File: src/rtl/dfnp_pkg.sv
// Shared types, widths and constants of the depth frame nearest point unit.
package dfnp_pkg;

    localparam int DEPTH_W     = 16;
    localparam int SCALE_W     = 24;
    localparam int DIM_W       = 11;
    localparam int FOV_W       = 18;
    localparam int POS_W       = 10;
    localparam int DIST_W      = 32;
    localparam int ANG_W       = 18;
    localparam int CFG_IDX_W   = 3;
    localparam int CFG_DATA_W  = 24;
    localparam int S_TDATA_W   = 16;
    localparam int M_TDATA_W   = 88;
    localparam int PI_W        = 34;
    localparam int DIV_STEPS   = ANG_W;
    localparam int DIV_CNT_W   = $clog2(DIV_STEPS);

    localparam int DEF_MAX_WIDTH  = 1024;
    localparam int DEF_MAX_HEIGHT = 1024;

    localparam logic [PI_W-1:0]    PI_Q32    = 34'h3_243F_6A88;
    localparam logic [ANG_W-1:0]   ANGLE_MAX = '1;

    localparam logic [DEPTH_W-1:0] RST_DEPTH_LIMIT = 16'd1500;
    localparam logic [SCALE_W-1:0] RST_DEPTH_SCALE = 24'd16777;
    localparam logic [DIM_W-1:0]   RST_WIDTH       = 11'd640;
    localparam logic [DIM_W-1:0]   RST_HEIGHT      = 11'd480;
    localparam logic [FOV_W-1:0]   RST_HFOV        = 18'd67500;
    localparam logic [FOV_W-1:0]   RST_VFOV        = 18'd52600;

    typedef enum logic [CFG_IDX_W-1:0] {
        REG_DEPTH_LIMIT = 3'd0,
        REG_DEPTH_SCALE = 3'd1,
        REG_FRAME_WIDTH = 3'd2,
        REG_FRAME_HEIGHT = 3'd3,
        REG_HFOV        = 3'd4,
        REG_VFOV        = 3'd5
    } cfg_reg_t;

    typedef struct packed {
        logic [DEPTH_W-1:0] depth_limit;
        logic [SCALE_W-1:0] depth_scale;
        logic [DIM_W-1:0]   frame_width;
        logic [DIM_W-1:0]   frame_height;
        logic [FOV_W-1:0]   horizontal_fov;
        logic [FOV_W-1:0]   vertical_fov;
    } cfg_t;

    typedef struct packed {
        logic pix;
        logic mul;
        logic sum;
        logic div_init;
        logic div_step;
        logic store;
        logic sel_az;
        logic load;
    } dp_cmd_t;

    typedef struct packed {
        logic div_done;
    } dp_status_t;

    typedef struct packed {
        logic [POS_W-1:0]  nearest_col;
        logic [POS_W-1:0]  nearest_row;
        logic [ANG_W-1:0]  azimuth;
        logic [ANG_W-1:0]  elevation;
        logic [DIST_W-1:0] distance;
    } result_t;

endpackage

File: src/rtl/dfnp_cfg.sv
// Configuration register file of the depth frame nearest point unit.
module dfnp_cfg (
    input  logic                             clk,
    input  logic                             rst_n,
    input  logic                             cfg_valid,
    output logic                             cfg_ready,
    input  logic [dfnp_pkg::CFG_IDX_W-1:0]   cfg_index,
    input  logic [dfnp_pkg::CFG_DATA_W-1:0]  cfg_data,
    output dfnp_pkg::cfg_t                   cfg
);
    import dfnp_pkg::*;

    cfg_t cfg_reg;

    assign cfg_ready = 1'b1;
    assign cfg       = cfg_reg;

    always_ff @(posedge clk or negedge rst_n)
    begin
        if (!rst_n)
        begin
            cfg_reg.depth_limit    <= RST_DEPTH_LIMIT;
            cfg_reg.depth_scale    <= RST_DEPTH_SCALE;
            cfg_reg.frame_width    <= RST_WIDTH;
            cfg_reg.frame_height   <= RST_HEIGHT;
            cfg_reg.horizontal_fov <= RST_HFOV;
            cfg_reg.vertical_fov   <= RST_VFOV;
        end
        else if (cfg_valid)
        begin
            unique case (cfg_index)
                REG_DEPTH_LIMIT:  cfg_reg.depth_limit    <= cfg_data[DEPTH_W-1:0];
                REG_DEPTH_SCALE:  cfg_reg.depth_scale    <= cfg_data[SCALE_W-1:0];
                REG_FRAME_WIDTH:  cfg_reg.frame_width    <= cfg_data[DIM_W-1:0];
                REG_FRAME_HEIGHT: cfg_reg.frame_height   <= cfg_data[DIM_W-1:0];
                REG_HFOV:         cfg_reg.horizontal_fov <= cfg_data[FOV_W-1:0];
                REG_VFOV:         cfg_reg.vertical_fov   <= cfg_data[FOV_W-1:0];
                default:          cfg_reg <= cfg_reg;
            endcase
        end
    end

endmodule

File: src/rtl/dfnp_dp.sv
// Datapath: pixel tracker, shared angle divider and output word register.
module dfnp_dp #(
    parameter int MAX_WIDTH  = dfnp_pkg::DEF_MAX_WIDTH,
    parameter int MAX_HEIGHT = dfnp_pkg::DEF_MAX_HEIGHT
) (
    input  logic                           clk,
    input  logic                           rst_n,
    input  dfnp_pkg::cfg_t                 cfg,
    input  dfnp_pkg::dp_cmd_t              cmd,
    input  logic [dfnp_pkg::DEPTH_W-1:0]   pix_depth,
    input  logic                           pix_last,
    output dfnp_pkg::dp_status_t           status,
    output dfnp_pkg::result_t              result,
    output logic                           result_found
);
    import dfnp_pkg::*;

    localparam int COL_W  = $clog2(MAX_WIDTH);
    localparam int ROW_W  = $clog2(MAX_HEIGHT);
    localparam int SZW_W  = $clog2(MAX_WIDTH + 1);
    localparam int SZH_W  = $clog2(MAX_HEIGHT + 1);
    localparam int SZ_W   = (SZW_W > SZH_W) ? SZW_W : SZH_W;
    localparam int PART_W = SZ_W + 1;
    localparam int NUM_W  = SZ_W + 37;
    localparam int NQ_W   = SZ_W + 19;
    localparam int PROD_W = DEPTH_W + SCALE_W;

    logic [SZ_W-1:0]    w_eff, h_eff;
    logic [COL_W-1:0]   col_reg;
    logic [ROW_W-1:0]   row_reg;
    logic [DEPTH_W-1:0] best_depth_reg;
    logic [ROW_W-1:0]   best_row_reg;
    logic [COL_W-1:0]   best_col_reg;
    logic               found_reg;
    logic               qualify;
    logic               col_wrap;
    logic               row_wrap;

    logic signed [PART_W-1:0]      part_s;
    logic [SZ_W-1:0]               size_s;
    logic [FOV_W-1:0]              fov_s;
    logic signed [FOV_W:0]         fov_sx;
    logic signed [PART_W+FOV_W:0]  p1_reg;
    logic [SZ_W+FOV_W-1:0]         p2_reg;
    logic [SZ_W+PI_W-1:0]          p3_reg;
    logic [SZ_W-1:0]               size_reg;
    logic [PROD_W-1:0]             dprod;
    logic [DIST_W-1:0]             dist_reg;
    logic [NUM_W-1:0]              num_c;
    logic [NUM_W-1:0]              num_reg;
    logic [NQ_W-1:0]               nq;
    logic                          neg_reg;
    logic                          sat_reg;
    logic [SZ_W-1:0]               rem_reg;
    logic [ANG_W-1:0]              low_reg;
    logic [ANG_W-1:0]              q_reg;
    logic [DIV_CNT_W-1:0]          cnt_reg;
    logic [SZ_W:0]                 trial;
    logic                          trial_ge;
    logic [ANG_W-1:0]              ang;
    logic [ANG_W-1:0]              el_reg;
    logic [ANG_W-1:0]              az_reg;
    result_t                       result_reg;
    logic                          result_found_reg;

    always_comb
    begin
        if (cfg.frame_width == '0)
            w_eff = SZ_W'(1);
        else if (32'(cfg.frame_width) > MAX_WIDTH)
            w_eff = SZ_W'(MAX_WIDTH);
        else
            w_eff = SZ_W'(cfg.frame_width);

        if (cfg.frame_height == '0)
            h_eff = SZ_W'(1);
        else if (32'(cfg.frame_height) > MAX_HEIGHT)
            h_eff = SZ_W'(MAX_HEIGHT);
        else
            h_eff = SZ_W'(cfg.frame_height);
    end

    assign qualify  = (pix_depth != '0) && (pix_depth < cfg.depth_limit);
    assign col_wrap = ((SZ_W+1)'(col_reg) + (SZ_W+1)'(1)) >= (SZ_W+1)'(w_eff);
    assign row_wrap = ((SZ_W+1)'(row_reg) + (SZ_W+1)'(1)) >= (SZ_W+1)'(h_eff);

    // track the nearest qualifying pixel and the raster position
    always_ff @(posedge clk or negedge rst_n)
    begin
        if (!rst_n)
        begin
            col_reg        <= '0;
            row_reg        <= '0;
            best_depth_reg <= '1;
            best_row_reg   <= '0;
            best_col_reg   <= '0;
            found_reg      <= 1'b0;
        end
        else if (cmd.load)
        begin
            col_reg        <= '0;
            row_reg        <= '0;
            best_depth_reg <= '1;
            best_row_reg   <= '0;
            best_col_reg   <= '0;
            found_reg      <= 1'b0;
        end
        else if (cmd.pix)
        begin
            if (qualify)
            begin
                found_reg <= 1'b1;
                if (pix_depth < best_depth_reg)
                begin
                    best_depth_reg <= pix_depth;
                    best_row_reg   <= row_reg;
                    best_col_reg   <= col_reg;
                end
            end
            if (!pix_last)
            begin
                if (col_wrap)
                begin
                    col_reg <= '0;
                    row_reg <= row_wrap ? '0 : row_reg + ROW_W'(1);
                end
                else
                begin
                    col_reg <= col_reg + COL_W'(1);
                end
            end
        end
    end

    // angle operand select
    always_comb
    begin
        if (cmd.sel_az)
        begin
            part_s = signed'(PART_W'(w_eff) - PART_W'(best_col_reg));
            size_s = w_eff;
            fov_s  = cfg.horizontal_fov;
        end
        else
        begin
            part_s = signed'(PART_W'(best_row_reg));
            size_s = h_eff;
            fov_s  = cfg.vertical_fov;
        end
    end

    assign fov_sx = signed'({1'b0, fov_s});
    assign dprod  = best_depth_reg * cfg.depth_scale;
    assign num_c  = (NUM_W'(p1_reg) << 17) + NUM_W'(p3_reg) - (NUM_W'(p2_reg) << 16);
    assign nq     = num_reg[NQ_W+16:17];
    assign trial  = {rem_reg, low_reg[ANG_W-1]};
    assign trial_ge = trial >= {1'b0, size_reg};

    always_comb
    begin
        priority if (neg_reg)
            ang = '0;
        else if (sat_reg)
            ang = ANGLE_MAX;
        else
            ang = q_reg;
    end

    assign status.div_done = (cnt_reg == DIV_CNT_W'(DIV_STEPS - 1));

    always_ff @(posedge clk)
    begin
        if (cmd.mul)
        begin
            p1_reg   <= part_s * fov_sx;
            p2_reg   <= size_s * fov_s;
            p3_reg   <= PI_Q32 * size_s;
            size_reg <= size_s;
            dist_reg <= dprod[PROD_W-1 -: DIST_W];
        end
        if (cmd.sum)
            num_reg <= num_c;
        if (cmd.div_init)
        begin
            neg_reg <= num_reg[NUM_W-1];
            sat_reg <= nq >= NQ_W'({size_reg, {ANG_W{1'b0}}});
            rem_reg <= SZ_W'(nq[NQ_W-1:ANG_W]);
            low_reg <= nq[ANG_W-1:0];
            q_reg   <= '0;
            cnt_reg <= '0;
        end
        else if (cmd.div_step)
        begin
            rem_reg <= trial_ge ? SZ_W'(trial - {1'b0, size_reg}) : SZ_W'(trial);
            low_reg <= {low_reg[ANG_W-2:0], 1'b0};
            q_reg   <= {q_reg[ANG_W-2:0], trial_ge};
            cnt_reg <= cnt_reg + DIV_CNT_W'(1);
        end
        if (cmd.store)
        begin
            if (cmd.sel_az)
                az_reg <= ang;
            else
                el_reg <= ang;
        end
        if (cmd.load)
        begin
            result_found_reg <= found_reg;
            if (found_reg)
            begin
                result_reg.distance    <= dist_reg;
                result_reg.elevation   <= el_reg;
                result_reg.azimuth     <= az_reg;
                result_reg.nearest_row <= POS_W'(best_row_reg);
                result_reg.nearest_col <= POS_W'(best_col_reg);
            end
            else
            begin
                result_reg <= '0;
            end
        end
    end

    assign result       = result_reg;
    assign result_found = result_found_reg;

endmodule

File: src/rtl/dfnp_ctrl.sv
// Controller state machine: pixel handshake, end-of-frame sequence, output word.
module dfnp_ctrl (
    input  logic                  clk,
    input  logic                  rst_n,
    input  logic                  s_tvalid,
    input  logic                  s_tlast,
    output logic                  s_tready,
    output logic                  m_tvalid,
    input  logic                  m_tready,
    input  dfnp_pkg::dp_status_t  status,
    output dfnp_pkg::dp_cmd_t     cmd
);
    import dfnp_pkg::*;

    typedef enum logic [2:0] {
        S_PIX,
        S_MUL,
        S_SUM,
        S_DIVI,
        S_DIV,
        S_STORE,
        S_LOAD
    } state_t;

    state_t state_reg;
    logic   sel_az_reg;
    logic   s_tready_reg;
    logic   m_tvalid_reg;
    logic   pix_acc;
    logic   load_ok;
    logic   load_go;

    assign pix_acc = s_tvalid && s_tready_reg;
    assign load_ok = !m_tvalid_reg || m_tready;
    assign load_go = (state_reg == S_LOAD) && load_ok;

    always_ff @(posedge clk or negedge rst_n)
    begin
        if (!rst_n)
        begin
            state_reg    <= S_PIX;
            sel_az_reg   <= 1'b0;
            s_tready_reg <= 1'b1;
            m_tvalid_reg <= 1'b0;
        end
        else
        begin
            if (m_tvalid_reg && m_tready && !load_go)
                m_tvalid_reg <= 1'b0;
            unique case (state_reg)
                S_PIX:
                begin
                    if (pix_acc && s_tlast)
                    begin
                        state_reg    <= S_MUL;
                        sel_az_reg   <= 1'b0;
                        s_tready_reg <= 1'b0;
                    end
                end
                S_MUL:  state_reg <= S_SUM;
                S_SUM:  state_reg <= S_DIVI;
                S_DIVI: state_reg <= S_DIV;
                S_DIV:
                begin
                    if (status.div_done)
                        state_reg <= S_STORE;
                end
                S_STORE:
                begin
                    if (sel_az_reg)
                    begin
                        state_reg <= S_LOAD;
                    end
                    else
                    begin
                        sel_az_reg <= 1'b1;
                        state_reg  <= S_MUL;
                    end
                end
                S_LOAD:
                begin
                    if (load_ok)
                    begin
                        m_tvalid_reg <= 1'b1;
                        s_tready_reg <= 1'b1;
                        state_reg    <= S_PIX;
                    end
                end
                default:
                begin
                    state_reg    <= S_PIX;
                    s_tready_reg <= 1'b1;
                end
            endcase
        end
    end

    always_comb
    begin
        cmd          = '0;
        cmd.pix      = pix_acc;
        cmd.mul      = (state_reg == S_MUL);
        cmd.sum      = (state_reg == S_SUM);
        cmd.div_init = (state_reg == S_DIVI);
        cmd.div_step = (state_reg == S_DIV);
        cmd.store    = (state_reg == S_STORE);
        cmd.sel_az   = sel_az_reg;
        cmd.load     = load_go;
    end

    assign s_tready = s_tready_reg;
    assign m_tvalid = m_tvalid_reg;

endmodule

File: src/rtl/depth_frame_nearest_point_unit.sv
// Top level of the depth frame nearest point unit.
// Throughput: one pixel word per cycle within a frame.
// The result word goes valid once both angles of a frame are done; s_tready is low from the
// last pixel until then, longer while a previous result word still waits. Each angle takes a
// multiply, a sum, a divider setup, 18 divider steps and a store, then the result loads.
// Reset clears the tracker, raster counters and handshake; configuration registers take their reset values.
module depth_frame_nearest_point_unit #(
    parameter int MAX_WIDTH  = dfnp_pkg::DEF_MAX_WIDTH,
    parameter int MAX_HEIGHT = dfnp_pkg::DEF_MAX_HEIGHT
) (
    input  logic                             clk,
    input  logic                             rst_n,
    input  logic                             s_tvalid,
    output logic                             s_tready,
    input  logic [dfnp_pkg::S_TDATA_W-1:0]   s_tdata,   // depth
    input  logic                             s_tlast,
    output logic                             m_tvalid,
    input  logic                             m_tready,
    // distance (low bits), elevation, azimuth, nearest_row, nearest_col (high bits)
    output logic [dfnp_pkg::M_TDATA_W-1:0]   m_tdata,
    output logic                             m_tuser,   // found
    input  logic                             cfg_valid,
    output logic                             cfg_ready,
    input  logic [dfnp_pkg::CFG_IDX_W-1:0]   cfg_index,
    input  logic [dfnp_pkg::CFG_DATA_W-1:0]  cfg_data
);
    import dfnp_pkg::*;

    cfg_t       cfg;
    dp_cmd_t    cmd;
    dp_status_t status;
    result_t    result;

    dfnp_cfg u_cfg (
        .clk       (clk),
        .rst_n     (rst_n),
        .cfg_valid (cfg_valid),
        .cfg_ready (cfg_ready),
        .cfg_index (cfg_index),
        .cfg_data  (cfg_data),
        .cfg       (cfg)
    );

    dfnp_ctrl u_ctrl (
        .clk      (clk),
        .rst_n    (rst_n),
        .s_tvalid (s_tvalid),
        .s_tlast  (s_tlast),
        .s_tready (s_tready),
        .m_tvalid (m_tvalid),
        .m_tready (m_tready),
        .status   (status),
        .cmd      (cmd)
    );

    dfnp_dp #(
        .MAX_WIDTH  (MAX_WIDTH),
        .MAX_HEIGHT (MAX_HEIGHT)
    ) u_dp (
        .clk          (clk),
        .rst_n        (rst_n),
        .cfg          (cfg),
        .cmd          (cmd),
        .pix_depth    (s_tdata[DEPTH_W-1:0]),
        .pix_last     (s_tlast),
        .status       (status),
        .result       (result),
        .result_found (m_tuser)
    );

    assign m_tdata = result;

endmodule

File: config.mk
export PLATFORM = sky130hd
export DESIGN_NAME = depth_frame_nearest_point_unit
export DESIGN_NICKNAME = d
export VERILOG_FILES = /design/src/rtl/dfnp_pkg.sv /design/src/rtl/dfnp_cfg.sv /design/src/rtl/dfnp_dp.sv /design/src/rtl/dfnp_ctrl.sv /design/src/rtl/depth_frame_nearest_point_unit.sv
export SDC_FILE = /design/constraint.sdc
export NUM_CORES = 2
export LEC_CHECK = 0
export CAP_MARGIN = 30
export CORE_UTILIZATION = 42
export CTS_CLUSTER_SIZE = 40
export DETAILED_ROUTE_END_ITERATION = 8
export DONT_BUFFER_PORTS = 1
export GPL_TIMING_DRIVEN = 0
export PLACE_DENSITY = 0.59
export SYNTH_ARGS = -nofsm -noshare
export SYNTH_HDL_FRONTEND = slang
export SYNTH_SLANG_ARGS = --single-unit
File: constraint.sdc
create_clock -name clk -period 12 [get_ports clk]
set_input_delay 0 -clock clk [delete_from_list [all_inputs] [get_ports clk]]
set_output_delay 0 -clock clk [all_outputs]
set_load 0.03 [all_outputs]
==> reports/results.tsv <==
metric	value	unit
1st-pass router iterations	9	
Post-synth ARST share	31.45	%
Cells after Synth	5452	
final net count	6916	
main combinational cell family by area after synthesis	adder cells	
status	completed	
top_reg_cell synth	edfxtp_1	
max reg flops	98	
sequential-to-total area share from yosys stat	26.63	%
vias	38640	
Setup WS post-layout	1.945	ns
total track usage	23.09	%
drt total wl	147300	um
Yosys warnings	0	
ANT nets after route	0	
Worst EP required	12.44	ns
die width	360.9	um
Worst path slowest cell	mux2i_1	
H-tree depth	2	
worst skew pair latency	0.69	ns
Yosys top cell area share	26.90	%
worst relative slew slack	25.52	%
synthesized cell area	54090	um^2
final-report hold violation count	0	
commonest non-fill, non-tap cell in the layout	inv_1	
# fillers	11910	
CP max stage delay	0.75	ns
cell accounting for the most synthesized area	fa_1	
die height	360.9	um
number of synthesized flops with an enable pin	328	
PortBufs	0	
#FFs+latches synth	512	
Worst Path Arrival	10.49	ns
multiplexer share of the synthesized area	2.956	%
Post-CTS Setup Bufs	0	
clock root cell	clkbuf_16	
Core Rows	131	
Post-Synth Adder-Cell Area	38.90	%
Via-to-Cell Ratio	5.265	
crit-path max FO	6	
Max Fclk	99.45	MHz
setup TNS	0	ns
Initial Utilization	42.37	%
Syn Nets	6745	
first-pass GRT wire length	231300	um
Crit Path Category	reg -> reg	
post-cts resize count	0	
clk slew on worst S/H paths	0.06	ns
HP Class	in -> reg	
vias in the first global route	39710	
final core occ	46.62	%
Post-CTS Hold Buffers	72	
crit share post-route	83.79	%
# DRC	0	
share of cells above drive strength 1	6.170	%
max-slew violations	0	
CP Buf/Inv Count	6	
die area	130200	um^2
maxcap violations	0	
dominant cells by area after synthesis	fa_1 27%, edfxtp_1 18%, ha_1 12%	
1st-iter DRT viols	3102	
maximum root-to-sink buffer count	3	
overflow left after global routing	0	
CP startpoint kind	flop	
IO Pins	141	
Synth cell types	85	
Tmin final	10.06	ns
Synth Area in Compound Gates	7.036	%
clk sink count	512	
simple-gate share of the synthesized area	13.26	%
Core ar.	127700	um^2
GP Congestion	0.9267	
most frequent cells in the layout	1019 x inv_1, 727 x fa_1, 720 x nand2_1, 517 x ha_1, 328 x edfxtp_1	
DP Worst Slack	2.047	ns
placed wire-length estimate	118600	um
Setup-failing EPs final	0	
RSZ-0062 raised after global routing	false	
initial antenna violation count	12	
Layout Skew	0.06627	ns
Synth Area in XOR/XNOR	2.720	%
wire per inst	20.07	um
synth-to-layout area growth	10.04	%
crit path capture type	flop	
pin count of the biggest net entering global routing	162	
Top delay family on crit path	adder cells	
CTS tree	built	
Synth Area per Inst	9.922	um^2
TritonCTS Buffers	60	
Slew @ Worst Pin	1.086	ns
## cell families after synthesis
logic type | after synthesis
AOI/OAI and AO/OA | 590
xor gates and xnor gates | 168
adders and majority gates | 1246
buffers and inverters | 1217
DFF | 512
muxes | 146
other | 1
and+or+nand+nor | 1572
## worst reg2reg max path: cells and delay by family, from the launching register on
family | cells | cell delay, ns
fa+ha+maj | 9 | 3.80
compound gates | 11 | 2.77
simple gates | 8 | 1.52
mux | 1 | 0.75
flops | 1 | 0.39
buf+inv | 6 | 0.38
xor+xnor | 2 | 0.25
## final cells by class
type	instances	area, um^2	share of cell area (%)
antenna	3	7.507	0.01261
inverter	1024	3844	6.457
timing repair buffer	109	1212	2.037
tap	1662	2079	3.494
clock inverter	39	496.7	0.8345
multi-input combinational	3723	35120	59.00
buffer	193	759.5	1.276
clock buffer	73	1602	2.691
sequential	512	14400	24.20
## cell usage after synthesis (all sizes together) (110+ instances only)
| cell type | count |
|---|---|
| ha | 517 |
| nor2 | 306 |
| o21ai | 147 |
| and2 | 215 |
| xnor2 | 114 |
| nand2 | 720 |
| edfxtp | 328 |
| clkbuf | 177 |
| a21oi | 166 |
| fa | 727 |
| inv | 1019 |
| mux2 | 110 |
## final timing paths
path	startpoint	end	slack (ns)	cells past startpoint
max reg2reg	u_cfg.cfg[53]$_DFFE_PN0P_	u_dp.p1_reg[27]$_DFFE_PP_	1.94	37
min	cfg_index[1]	u_cfg.cfg[35]$_DFFE_PN0P_	0.02	3
min in group asynchronous	rst_n	u_dp.found_reg$_DFFE_PN0P_	0.11	2
min reg2reg	u_dp.num_reg[47]$_DFFE_PP_	u_dp.neg_reg$_DFFE_PP_	0.44	0
max	u_cfg.cfg[53]$_DFFE_PN0P_	u_dp.p1_reg[27]$_DFFE_PP_	1.94	37
max in group asynchronous	rst_n	u_cfg.cfg[33]$_DFFE_PN0P_	11.25	2
## layer usage
metal	share of wire, %	track usage [%]
met4	3.4	7.267
met5	0	0
met3	6.7	3.160
met2	45	36.92
met1	45	32.38
## through the flow
| step | area [um^2] | hold WS, ns | instances |
|---|---|---|---|
| floorplan | 54090 | -0.2956 | 5452 |
| global placement | 56170 | -0.2929 | 7114 |
| detailed placement | 56680 | -0.2928 | 7151 |
| CTS | 59520 | 0.008330 | 7335 |
| global route | 59520 | 0.06547 | 7337 |
| finish | 59520 | 0.02433 | 7338 |
Power is not shown: default switching activity piles up to over one toggle a cycle in this logic, so the estimate is an artifact.
